===== config.mk =====
export PLATFORM = sky130hd
export DESIGN_NAME = abf_front
export DESIGN_NICKNAME = d
export VERILOG_FILES = /design/src/rtl/abf_pkg.sv /design/src/rtl/abf_front.sv
export SDC_FILE = /design/constraint.sdc
export NUM_CORES = 1
export LEC_CHECK = 0
export ABC_AREA = 1
export BUFFER_PORTS_ARGS = -buffer_cell sky130_fd_sc_hd__buf_2
export CAP_MARGIN = 10
export CORE_ASPECT_RATIO = 0.7
export CORE_MARGIN = 1.5
export CORE_UTILIZATION = 46
export CTS_BUF_LIST = sky130_fd_sc_hd__clkbuf_4 sky130_fd_sc_hd__clkbuf_8 sky130_fd_sc_hd__clkbuf_16
export DETAILED_ROUTE_END_ITERATION = 16
export PLACE_DENSITY_LB_ADDON = 0.15
export SLEW_MARGIN = 10
export SYNTH_ARGS = -nofsm -noshare
export SYNTH_HDL_FRONTEND = slang
export SYNTH_SLANG_ARGS = --single-unit

===== constraint.sdc =====
create_clock -name i_clk -period 10.36 [get_ports i_clk]
set_input_delay 1.036 -clock i_clk [delete_from_list [all_inputs] [get_ports i_clk]]
set_output_delay 1.036 -clock i_clk [all_outputs]
set_load 0.005 [all_outputs]

===== src/rtl/abf_pkg.sv =====
// ----------------------------------------------------------------------------
// abf_pkg
// Shared types, result codes and the sample-rate decode of the audio block FIFO.
// ----------------------------------------------------------------------------
package abf_pkg;

    localparam int SAMPLE_W = 32;
    localparam int RATE_W   = 19;
    localparam int STATUS_W = 3;
    localparam int BQ_OUT_W = 4;
    localparam int FILL_W   = 10;
    localparam int SHIFT_W  = 2;

    localparam logic [STATUS_W-1:0] ST_PUSHED    = 3'd0;
    localparam logic [STATUS_W-1:0] ST_DROP_FULL = 3'd1;
    localparam logic [STATUS_W-1:0] ST_DROP_LONG = 3'd2;
    localparam logic [STATUS_W-1:0] ST_POPPED    = 3'd3;
    localparam logic [STATUS_W-1:0] ST_EMPTY     = 3'd4;

    localparam logic [RATE_W-1:0] RATE_384K = 19'd384000;
    localparam logic [RATE_W-1:0] RATE_352K = 19'd352800;
    localparam logic [RATE_W-1:0] RATE_192K = 19'd192000;
    localparam logic [RATE_W-1:0] RATE_176K = 19'd176400;
    localparam logic [RATE_W-1:0] RATE_96K  = 19'd96000;
    localparam logic [RATE_W-1:0] RATE_88K  = 19'd88200;
    localparam logic [RATE_W-1:0] RATE_48K  = 19'd48000;
    localparam logic [RATE_W-1:0] RATE_44K  = 19'd44100;

    typedef enum logic {
        OP_PUSH,
        OP_POP
    } t_op;

    typedef struct packed {
        t_op                 op;
        logic [SAMPLE_W-1:0] left;
        logic [SAMPLE_W-1:0] right;
        logic                block_end;
    } t_cmd;

    typedef struct packed {
        logic [STATUS_W-1:0] status;
        logic [SAMPLE_W-1:0] left;
        logic [SAMPLE_W-1:0] right;
        logic                last;
        logic [BQ_OUT_W-1:0] blocks;
        logic [FILL_W-1:0]   fill;
    } t_result;

    // Oversampling shift for the fill level. The base rates and any other value
    // fall to the default arm.
    function automatic logic [SHIFT_W-1:0] rate_shift(input logic [RATE_W-1:0] rate);
        logic [SHIFT_W-1:0] shift;
        unique case (rate) inside
            RATE_384K, RATE_352K: shift = 2'd0;
            RATE_192K, RATE_176K: shift = 2'd1;
            RATE_96K,  RATE_88K:  shift = 2'd2;
            default:              shift = 2'd3;
        endcase
        return shift;
    endfunction

endpackage


===== src/rtl/abf_front.sv =====
// ----------------------------------------------------------------------------
// abf_front
// Input side: classifies each beat into a push or pop command and holds it in
// a two-entry queue for the executor.
// ----------------------------------------------------------------------------
module abf_front
    import abf_pkg::*;
(
    input  logic                i_clk,
    input  logic                i_rst_n,
    input  logic                i_valid,
    output logic                o_ready,
    input  logic                i_kind,
    input  logic [SAMPLE_W-1:0] i_left,
    input  logic [SAMPLE_W-1:0] i_right,
    input  logic                i_block_end,
    output logic                o_cmd_valid,
    input  logic                i_cmd_ready,
    output t_cmd                o_cmd
);

    t_cmd       r_q [2];
    logic       r_wr_ptr;
    logic       r_rd_ptr;
    logic [1:0] r_count;
    logic       w_push;
    logic       w_pop;
    t_cmd       w_cmd;

    always_comb begin
        w_cmd.op        = i_kind ? OP_POP : OP_PUSH;
        w_cmd.left      = i_left;
        w_cmd.right     = i_right;
        w_cmd.block_end = i_block_end;
    end

    assign o_ready     = (r_count != 2'd2);
    assign o_cmd_valid = (r_count != 2'd0);
    assign o_cmd       = r_q[r_rd_ptr];
    assign w_push      = i_valid && o_ready;
    assign w_pop       = o_cmd_valid && i_cmd_ready;

    always_ff @(posedge i_clk) begin
        if (!i_rst_n) begin
            r_wr_ptr <= 1'b0;
            r_rd_ptr <= 1'b0;
            r_count  <= 2'd0;
        end else begin
            if (w_push) begin
                r_q[r_wr_ptr] <= w_cmd;
                r_wr_ptr      <= ~r_wr_ptr;
            end
            if (w_pop) begin
                r_rd_ptr <= ~r_rd_ptr;
            end
            case ({w_push, w_pop})
                2'b10:   r_count <= r_count + 2'd1;
                2'b01:   r_count <= r_count - 2'd1;
                default: r_count <= r_count;
            endcase
        end
    end

endmodule


Yosys cells after proc, flatten, opt, wreduce, memory -nomap -nowiden
Memory sizes are Yosys's and may differ from the RTL's. A register that Yosys moved wholly into a read port is not among the register bits. Cells that the tools add are included.

Bits of input ports: 70. Bits in registers: 4. Memories: 1. Logic and storage cells: 22. Output and inout bits: 68. Memory bits (writable): 132.

Memories: r_q (words 2, bits a word 66, rd ports 1, clocked after memory_dff 1, wr ports 1, line abf_front.sv:22) `t_cmd r_q [2];`.

Reductions and logical operators: 4. Mux-type cells: 7. Add/sub/neg operators: 2. Bitwise logic cells: 2. Equality and inequality tests: 3.

Operators with widths (number): $mux 1 (6); $pmux 2 s2 (1); $reduce_bool 2->1 (2); $add 2x1->2 const B (1); $eq 2x1->1 const B (1); $eq 2x2->1 const B (1); $logic_and 1x1->1 (2); $ne 2x2->1 const B (1); $not 1->1 (2); $sub 2x1->2 const B (1).

Depth between registers and ports, before layout
Gate-level depths: netlist of the first run.

Depth in word-level cells: 5. Depth in mapped cells: 9. Gate-level depth less buffers: 9.

Worst setup path before layout of the first run
No wires, ideal clock.

Path kind: input to register. From: input port i_valid. To: memory r_q[1][0] (netlist name), enable pin. Arrival time: 5.627 ns. Required time: 9.789 ns. Setup time: 0.571 ns. Stages: 2. Buffers on the path: 0. Path slack: 4.162 ns. Path through: nand2_1 nor3_1.

Word-level cells in the longest chain between the ends: 4.

RTL lines: start: declaration (line abf_front.sv:11) `input logic i_valid,`; $logic_and 1x1->1 (line abf_front.sv:40) `assign w_push = i_valid && o_ready;`; $mux 1 (line abf_front.sv:49) `if (w_push) begin`; $mux 1 (line abf_front.sv:44) `if (!i_rst_n) begin`; $mux 1 (implied by the code) (line abf_front.sv:50) `r_q[r_wr_ptr] <= w_cmd;`; end: declaration (line abf_front.sv:22).

No other way between the ends.

==> results of run 1 <==
[state kept, by name, summed over array words and instances, names as in the netlist, named ones only]
name	flops
r_q	132
r_wr_ptr	1
r_count	2
r_rd_ptr	1
[where the power goes]
part,internal (mW),switching [mW]
Combinational,0.118,0.0748
Clock,0.403,0.206
Sequential,0.653,0.0379
Total,1.17,0.318
[synthesized netlist by cell type, drive strengths merged]
| master | number | area (µm²) |
|---|---|---|
| edfxtp | 132 | 3960 |
| nand3 | 2 | 10.0 |
| buf | 7 | 66.3 |
| ha | 1 | 12.5 |
| a21oi | 1 | 5.00 |
| nor3 | 1 | 5.00 |
| nand2 | 9 | 33.8 |
| nand4 | 1 | 6.26 |
| o21ai | 2 | 10.0 |
| mux2 | 66 | 893 |
| inv | 6 | 22.5 |
| nor2 | 8 | 30.0 |
| o21a | 1 | 7.51 |
| dfxtp | 5 | 100 |
[final cells by class]
cell class                 count  area (µm²)
multi-input combinational     92        1030
timing repair buffer         139         701
sequential                   137        4070
tap                          153         191
clock buffer                  23         489
clock inverter                 9         121
inverter                       6        22.5
antenna                        1        2.50
fill                         859        4350
[routing by layer]
metal	global-route usage (%)	vias up	wire [µm]
met5	0	-	0
met4	6.39	0	114
met3	8.05	12	827
met2	23.1	103	3940
met1	18.4	1280	3680
li1	-	1253	-
[per-stage QoR]
stage	std cells	area (µm²)
6_report	560	6620
5_1_grt	559	6620
4_1_cts	559	6620
3_5_place_dp	527	6010
3_3_place_gp	527	6010
2_1_floorplan	242	5170
[worst min-delay path by stage]
stage / end / from / cells past startpoint / slack [ns]
4_1_cts: r_wr_ptr / r_wr_ptr / 2 / 0.49
5_1_grt: r_rd_ptr / r_rd_ptr / 2 / 0.52
3_5_place_dp: flip-flop / r_rd_ptr / 2 / 0.47
3_3_place_gp: r_rd_ptr / r_rd_ptr / 2 / 0.48
6_report: r_wr_ptr / r_wr_ptr / 2 / 0.49
2_1_floorplan: flip-flop / r_rd_ptr / 2 / 0.45
[logic make-up after synthesis]
group,count (synthesis)
compound gates,4
fa+ha+maj,1
buf+inv,13
flops,137
mux,66
simple gates,21
[cells in the final DEF, fill, tap and decap left out]
master / count
nand3_1: 2
mux2_4: 40
clkinvlp_4: 1
dfxtp_1: 4
nor3_2: 1
ha_1: 1
buf_2: 137
o21ai_0: 2
diode_2: 1
buf_4: 2
bufinv_16: 3
edfxtp_1: 132
inv_1: 6
clkinv_2: 4
dfxtp_4: 1
nor2_4: 1
nand2_1: 9
clkinv_1: 1
clkbuf_16: 17
clkbuf_4: 3
nand4_1: 1
nor2_1: 7
o21a_1: 1
a21oi_1: 1
mux2_2: 26
clkbuf_8: 3
[critical path, cell delays in order (launching register included)]
cell     delay (ns)
dfxtp_4        1.09
mux2_2         0.44
buf_2          0.13
==> results.toml, run 1 <==
[status]
status = "completed"

[clocking]
post_cts_resize_count = 0
cts_setup_buffers = 0
cts.reportedPaths.clkPinSlew_ns = 0.05
clk_latency_ns = 0.41
numCtsBuffers = 17
root_buffer = "clkbuf_16"
cts.sinks = 137
cts_tree = "done"
holdBufCountCts = 0
h-tree-depth = 4
clockBufferDepth = 2

[synth]
synth_warnings = 0
ys_types = 16
synthAdderAreaFrac_pct = 0.242
ys_seq_area_share_pct = 78.7
synth.avg_cell_area_um2 = 21.3
synth_xor_area_share_pct = 0
yosys.area_share.simple_pct = 1.65
synth_top_family_by_area = "multiplexers"
synthMuxAreaShare_pct = 17.3
synthCells = 242
syn-cell-area_mm2 = 0.00517
synth_seq_cells = 137
synth_compound_area_share_pct = 0.436
synthesis.nets = 313

[layout]
drive_above_1_share_pct = 58.9
final_nets = 464
fin_util_pct = 60.4
area_growth_syn_to_layout_pct = 28.2

[sta]
final-setup-viol-count = 0
period_minus_slack_ns = 3.15
grt_setup_unrepaired = "no"
worstMarginPinSlew_ns = 1.12
maxSlewViolCount = 0
min_period_over_period_pct = 30.4
fmax_mhz = 318
setup_tns_ns = 0
relSlewSlack_pct = 25.3
holdWs_ns = 0.488
skew_ns = 0.00524
hold_viol = 0
setup_ws_ns = 7.21

[global_route]
grt_max_degree = 67
antenna_found_initial = 1
gr-total-overflow = 0
grt_usage_pct = 15.3
grt_pass1_vias = 2715
grt_pass1_wl_mm = 13.1

[worst_setup_path]
cp.required_ns = 9.32
rr_startpoint = "r_count[0]"
crit_arrival_ns = 2.11
r2r_slack_ns = 8.13
startpoint_type = "flip-flop"
r2r_cells = 5
cp-endpoint = "o_cmd[0]"
critical_path_class = "flip-flop to output pin"
path_max_fanout = 66
end_kind = "output pin"
worstReg2RegEnd = "r_q[0][29]"

[detailed_routing]
ant_nets = 0
drt_iter0_markers = 156
routed_wl_mm = 8.56
route.detailed.drc = 0
dr.pass1.iters = 4
wl_per_cell_um = 15.3
vias = 2648
viasPerCell = 4.73

[pwr]
finalPower_mw = 1.49
peakVddDrop_v = 0.000124
power_density_mw_per_mm2 = 225
p_leak_nw = 2.57

[placement]
dpl.hpwl_mm = 5.23
port_buffers = 137
dp_slack_ns = 7.50
gp_congestion = 0.704

[die]
die_w_um = 130
std_cell_rows = 32
die_h_um = 91.7
ios = 138
die_area_mm2 = 0.0119
start_util_pct = 47.1
core-area_mm2 = 0.0110

[job]
maxCapViolCount = 0

[worst_hold_path]
worst_hold_path_type = "flip-flop to flip-flop"
Power figures use the tool's default switching activity.
==> inputs of run 2 (changes only) <==
--- a/config.mk
+++ b/config.mk
@@ -5,7 +5,7 @@
 export SDC_FILE = /design/constraint.sdc
 export NUM_CORES = 1
 export LEC_CHECK = 0
-export ABC_AREA = 1
+export ABC_AREA = 0
 export BUFFER_PORTS_ARGS = -buffer_cell sky130_fd_sc_hd__buf_2
 export CAP_MARGIN = 10
 export CORE_ASPECT_RATIO = 0.7
==> constraint.sdc (replaced) <==
create_clock -name i_clk -period 2.75 [get_ports i_clk]
set_input_delay 0.275 -clock i_clk [delete_from_list [all_inputs] [get_ports i_clk]]
set_output_delay 0.275 -clock i_clk [all_outputs]
set_load 0.005 [all_outputs]
==> results.toml, run 2 <==
[sta]
min_period_over_period_pct = 70.2
maxSlewViolCount = 0
final-setup-viol-count = 0
grt_setup_unrepaired = "no"
setup_ws_ns = 0.820
skew_ns = 0.00565
worstMarginPinSlew_ns = 0.470
fmax_mhz = 518
setup_tns_ns = 0
hold_viol = 0
period_minus_slack_ns = 1.93
relSlewSlack_pct = 68.6

[die]
die_w_um = 128
die_area_mm2 = 0.0115
start_util_pct = 47.7
die_h_um = 90.2
core-area_mm2 = 0.0105
std_cell_rows = 31
ios = 138

[synth]
yosys.cell_count.top_type = "edfxtp_1"
syn-cell-area_mm2 = 0.00499
synth_flop_cell = "edfxtp_1"
yosys-top-cells-count = "132 x edfxtp_1, 66 x mux2_2, 5 x dfxtp_1, 4 x buf_4"
synth_top_area_share_pct = 79.4
synth_edf_count = 132
synthesis.nets = 302
ys_async_sr_fraction_pct = 0
ys_types = 18
synth_area_leaders = "edfxtp_1 79%, mux2_2 15%, dfxtp_1 2.0%"
yosys.area.top_type = "edfxtp_1"
synth.avg_cell_area_um2 = 21.6
synthCells = 231
synth_warnings = 0
synth_seq_cells = 137
ys_seq_area_share_pct = 81.4

[global_route]
grt_usage_pct = 15.4
antenna_found_initial = 0
grt_pass1_vias = 2653
grt_max_degree = 36
grt_pass1_wl_mm = 12.9
gr-total-overflow = 0

[worst_setup_path]
crit_family = "buffers and inverters"
r2r_slack_ns = 1.15
crit_chain = "buf_4 > mux2_2 > buf_2"
end_kind = "output pin"
rr_startpoint = "r_count[1]"
crit_arrival_ns = 1.66
critical-path-max-stage-delay_ns = 0.40
cp.required_ns = 2.48
worstReg2RegEnd = "r_q[0][35]"
cp_slowest_cell = "mux2_2"
startpoint_type = "flip-flop"
critical_path_class = "flip-flop to output pin"
r2r_cells = 5
path_max_fanout = 33
path_buf_inv = 2

[detailed_routing]
drt_iter0_markers = 117
wl_per_cell_um = 16.3
route.detailed.drc = 0
vias = 2593
routed_wl_mm = 8.68
viasPerCell = 4.88
ant_nets = 0
dr.pass1.iters = 7

[clocking]
root_buffer = "clkbuf_16"
cts.sinks = 137
cts_setup_buffers = 0
clk_latency_ns = 0.40
h-tree-depth = 4
numCtsBuffers = 17
holdBufCountCts = 0
cts.reportedPaths.clkPinSlew_ns = 0.06
cts_tree = "done"
post_cts_resize_count = 0
clockBufferDepth = 2

[worst_hold_path]
hp-start = "i_right[17]"
whs_path_depth = 1
holdPathEnd = "r_q[1][18]"
worst_hold_path_type = "input pin to flip-flop"

[pwr]
power_density_mw_per_mm2 = 926
p_leak_nw = 2.40
peakVddDrop_v = 0.000476
finalPower_mw = 5.99

[placement]
port_buffers = 137
dpl.hpwl_mm = 5.51
dp_slack_ns = 1.13
gp_congestion = 0.723

[status]
status = "completed"

[layout]
final_nets = 457
fin_util_pct = 61.8
layout_commonest_cell = "buf_2"
area_growth_syn_to_layout_pct = 29.6
largest_reg_flops = 132
most-common-layout-cells = "137 x buf_2, 132 x edfxtp_1, 66 x mux2_2"
drive_above_1_share_pct = 60.9
largest-register = "r_q"
num_antenna_cells = 0
top_regs = "r_q: 132 flops, r_count: 2 flops"

[job]
maxCapViolCount = 0
-- run 2: worst max path at each step --
stage          startpoint    endpoint  slack [ns]  depth (start not counted)
2_1_floorplan  r_count[1]   r_q[0][0]        0.02                          4
3_3_place_gp   r_count[1]  r_q[0][49]        1.16                          5
3_5_place_dp   r_count[1]  r_q[0][43]        1.13                          5
4_1_cts         flip-flop   o_cmd[24]        0.78                          3
5_1_grt         flip-flop   o_cmd[24]        0.75                          3
6_report        flip-flop   o_cmd[55]        0.82                          3
-- run 2: power breakdown --
part           switching, mW  internal, mW  leakage (nW)
registers             0.0526          2.50          1.25
logic                  0.539         0.613         0.868
clock network          0.792          1.50         0.281
-- run 2: cell type report --
class                      count  area (µm²)
multi-input combinational     85         896
tap                          132         165
fill                         806        4000
sequential                   137        4070
clock buffer                  17         425
timing repair buffer         143         731
inverter                       2        7.51
clock inverter                15         181
-- run 2: logic make-up after synthesis --
logic type,count (synthesis),share of synthesized area (%)
buffers and inverters,9,1.05
xor gates and xnor gates,3,0.526
and+or+nand+nor,10,1.28
muxes,66,14.9
AOI/OAI and AO/OA,5,0.651
DFF,137,81.4
adders and majority gates,1,0.250
-- run 2: per-layer routing --
layer	part of all wire [%]	track usage (%)	vias to the layer above	routed length, µm
met5	0	0	-	0
met1	42	17.9	1253	3620
met3	10	7.20	2	865
met2	48	24.4	104	4160
met4	0.33	7.10	0	29
li1	-	-	1234	-
-- run 2: through the flow --
stage | hold WS (ns) | std cells | area, µm²
after CTS | 0.0445 | 531 | 6470
after global routing | 0.0400 | 531 | 6470
after global placement | 0.462 | 499 | 5870
after floorplan | 0.374 | 231 | 5010
after detailed placement | 0.466 | 499 | 5870
final | 0.0602 | 531 | 6470
-- run 2: worst reg2reg max path, delay by kind of cell, from the launching register on --
family / cells / cell delay, ns
buf+inv: 2 / 0.48
flops: 1 / 0.32
simple gates: 3 / 0.42
==> inputs of run 3 (changes only) <==
==> constraint.sdc (replaced) <==
create_clock -name i_clk -period 1.6 [get_ports i_clk]
set_input_delay 0.16 -clock i_clk [delete_from_list [all_inputs] [get_ports i_clk]]
set_output_delay 0.16 -clock i_clk [all_outputs]
set_load 0.005 [all_outputs]
==> results.toml, run 3 (synthesis results as in run 2) <==
[placement]
dpl_cell_area_mm2 = 0.00594
dp_slack_ns = 0.136
port_buffers = 137
gp_congestion = 0.672
dpl.hpwl_mm = 5.74

[die]
start_util_pct = 47.7
std_cell_rows = 31
die_area_mm2 = 0.0115
die_w_um = 128
die_h_um = 90.2
ios = 138
core-area_mm2 = 0.0105

[sta]
period_minus_slack_ns = 1.68
skew_ns = 0.00652
fmax_mhz = 596
setup_ws_ns = -0.0767
final-setup-viol-count = 66
maxSlewViolCount = 0
grt_setup_unrepaired = "yes"
relSlewSlack_pct = 79.9
worstMarginPinSlew_ns = 0.301
min_period_over_period_pct = 105
hold_viol = 0

[layout]
layout_commonest_cell = "edfxtp_1"
area_growth_syn_to_layout_pct = 50.3
final_nets = 525
finalInstanceArea_mm2 = 0.00751
top_regs = "r_q: 132 flops, r_count: 2 flops"
largest-register = "r_q"
most-common-layout-cells = "132 x edfxtp_1, 113 x buf_2, 66 x dlygate4sd3_1"
drive_above_1_share_pct = 54.0
num_antenna_cells = 0
largest_reg_flops = 132
fill_cells = 663

[global_route]
antenna_found_initial = 0
grt_pass1_wl_mm = 15.4
grt_pass1_vias = 3041
grt_usage_pct = 18.0
grt_max_degree = 34
gr-total-overflow = 0

[detailed_routing]
dr.pass1.iters = 4
routed_wl_mm = 10.0
route.detailed.drc = 0
drt_iter0_markers = 169
ant_nets = 0
wl_per_cell_um = 16.7
vias = 2850
viasPerCell = 4.76

[status]
failed_checks = "setup timing"
status = "finished, violations left"

[clocking]
h-tree-depth = 4
cts_tree = "done"
numCtsBuffers = 17
cts.sinks = 137
clockBufferDepth = 2
clk_latency_ns = 0.40
root_buffer = "clkbuf_16"
cts_setup_buffers = 0
cts.reportedPaths.clkPinSlew_ns = 0.06

[worst_hold_path]
worst_hold_path_type = "input pin to flip-flop"
hp-start = "i_rst_n"

[pwr]
sequentialPowerShare_pct = 39.6
finalPower_mw = 11.2
switching_share_pct = 23.8
internal_power_mw = 8.53
peakVddDrop_v = 0.000931
p_comb_share_pct = 23.8
p_sw_mw = 2.66
power_density_mw_per_mm2 = 1490
p_leak_nw = 2.87
clkPwrFrac_pct = 36.6

[worst_setup_path]
critical-path-max-stage-delay_ns = 0.41
crit_arrival_ns = 1.52
path_buf_inv = 2
critical_path_class = "flip-flop to output pin"
cp.required_ns = 1.44
path_max_fanout = 22
cp_slowest_cell = "dfxtp_4"
startpoint_type = "flip-flop"
crit_family = "flip-flops"
end_kind = "output pin"
rr_startpoint = "r_count[1]"
crit_chain = "buf_12 > mux2_2 > buf_2"

[job]
maxCapViolCount = 0
==> run 3: cell count changes in the layout (fill, tap and decap cells not counted), sizes merged <==
cell	change
clkbuf	+1
clkinvlp	-1
inv	+1
dlygate4sd3	+66
buf	+2
clkinv	-1
==> run 3: power groups by stage <==
stage / combinational, mW / sequential (mW) / clock [mW]
after global routing: 2.87 / 4.46 / 4.30
final: 2.66 / 4.43 / 4.09
after global placement: 2.11 / 4.46 / 0
after detailed placement: 2.11 / 4.48 / 0
after CTS: 2.43 / 4.43 / 4.17
after floorplan: 1.25 / 4.45 / 0
==> run 3: final cells by class <==
| class | instances | area, µm² | share of cell area, % |
|---|---|---|---|
| clock buffers | 18 | 433 | 5.77 |
| clock inverters | 14 | 196 | 2.62 |
| inverters | 2 | 7.51 | 0.100 |
| multi-input cells | 85 | 995 | 13.3 |
| flip-flops and latches | 137 | 4070 | 54.2 |
| well taps | 132 | 165 | 2.20 |
| repair buffers | 211 | 1640 | 21.8 |
==> run 3: metrics by stage <==
stage / utilization [%] / TNS [ns] / std cells / hold slack (ns)
final: 71.7 / -2.89 / 599 / 0.0518
after global placement: 56.7 / 0 / 500 / 0.347
after CTS: 70.0 / -4.47 / 599 / 0.0386
after detailed placement: 56.7 / 0 / 500 / 0.352
after floorplan: - / -92.60 / 231 / 0.259
after global routing: 71.7 / -6.06 / 599 / 0.0527
==> run 3: path summary, 6_finish.rpt <==
kind	end	slack, ns	cells after the start
worst max-delay path	o_cmd[25]	-0.08	3
worst max register to register	r_count[1]	0.13	6
worst min register to register	r_count[1]	0.52	2
worst min-delay path	r_count[0]	0.05	2
==> run 3: worst reg2reg max path: stages (launching register included) <==
cell      delay, ns
dfxtp_2        0.33
nor2b_4        0.13
inv_2          0.06
nand2_2        0.07
ha_1           0.33
or3_1          0.35
a21boi_1       0.14
==> run 3: what timing repair did <==
item / CTS / global route
endpoints found under the hold margin: 132 / 0
hold buffers: 66 / 0
gates cloned: 1 / 0
setup endpoints to repair: 66 / 66
resized for setup: 17 / 34
==> run 3: metal layers <==
layer / share of wire [%] / routed length (µm) / global-route usage, %
met4: 1.1 / 114 / 7.39
met1: 44 / 4420 / 22.6
met5: 0 / 0 / 0
met2: 48 / 4830 / 28.7
met3: 6.5 / 649 / 6.01
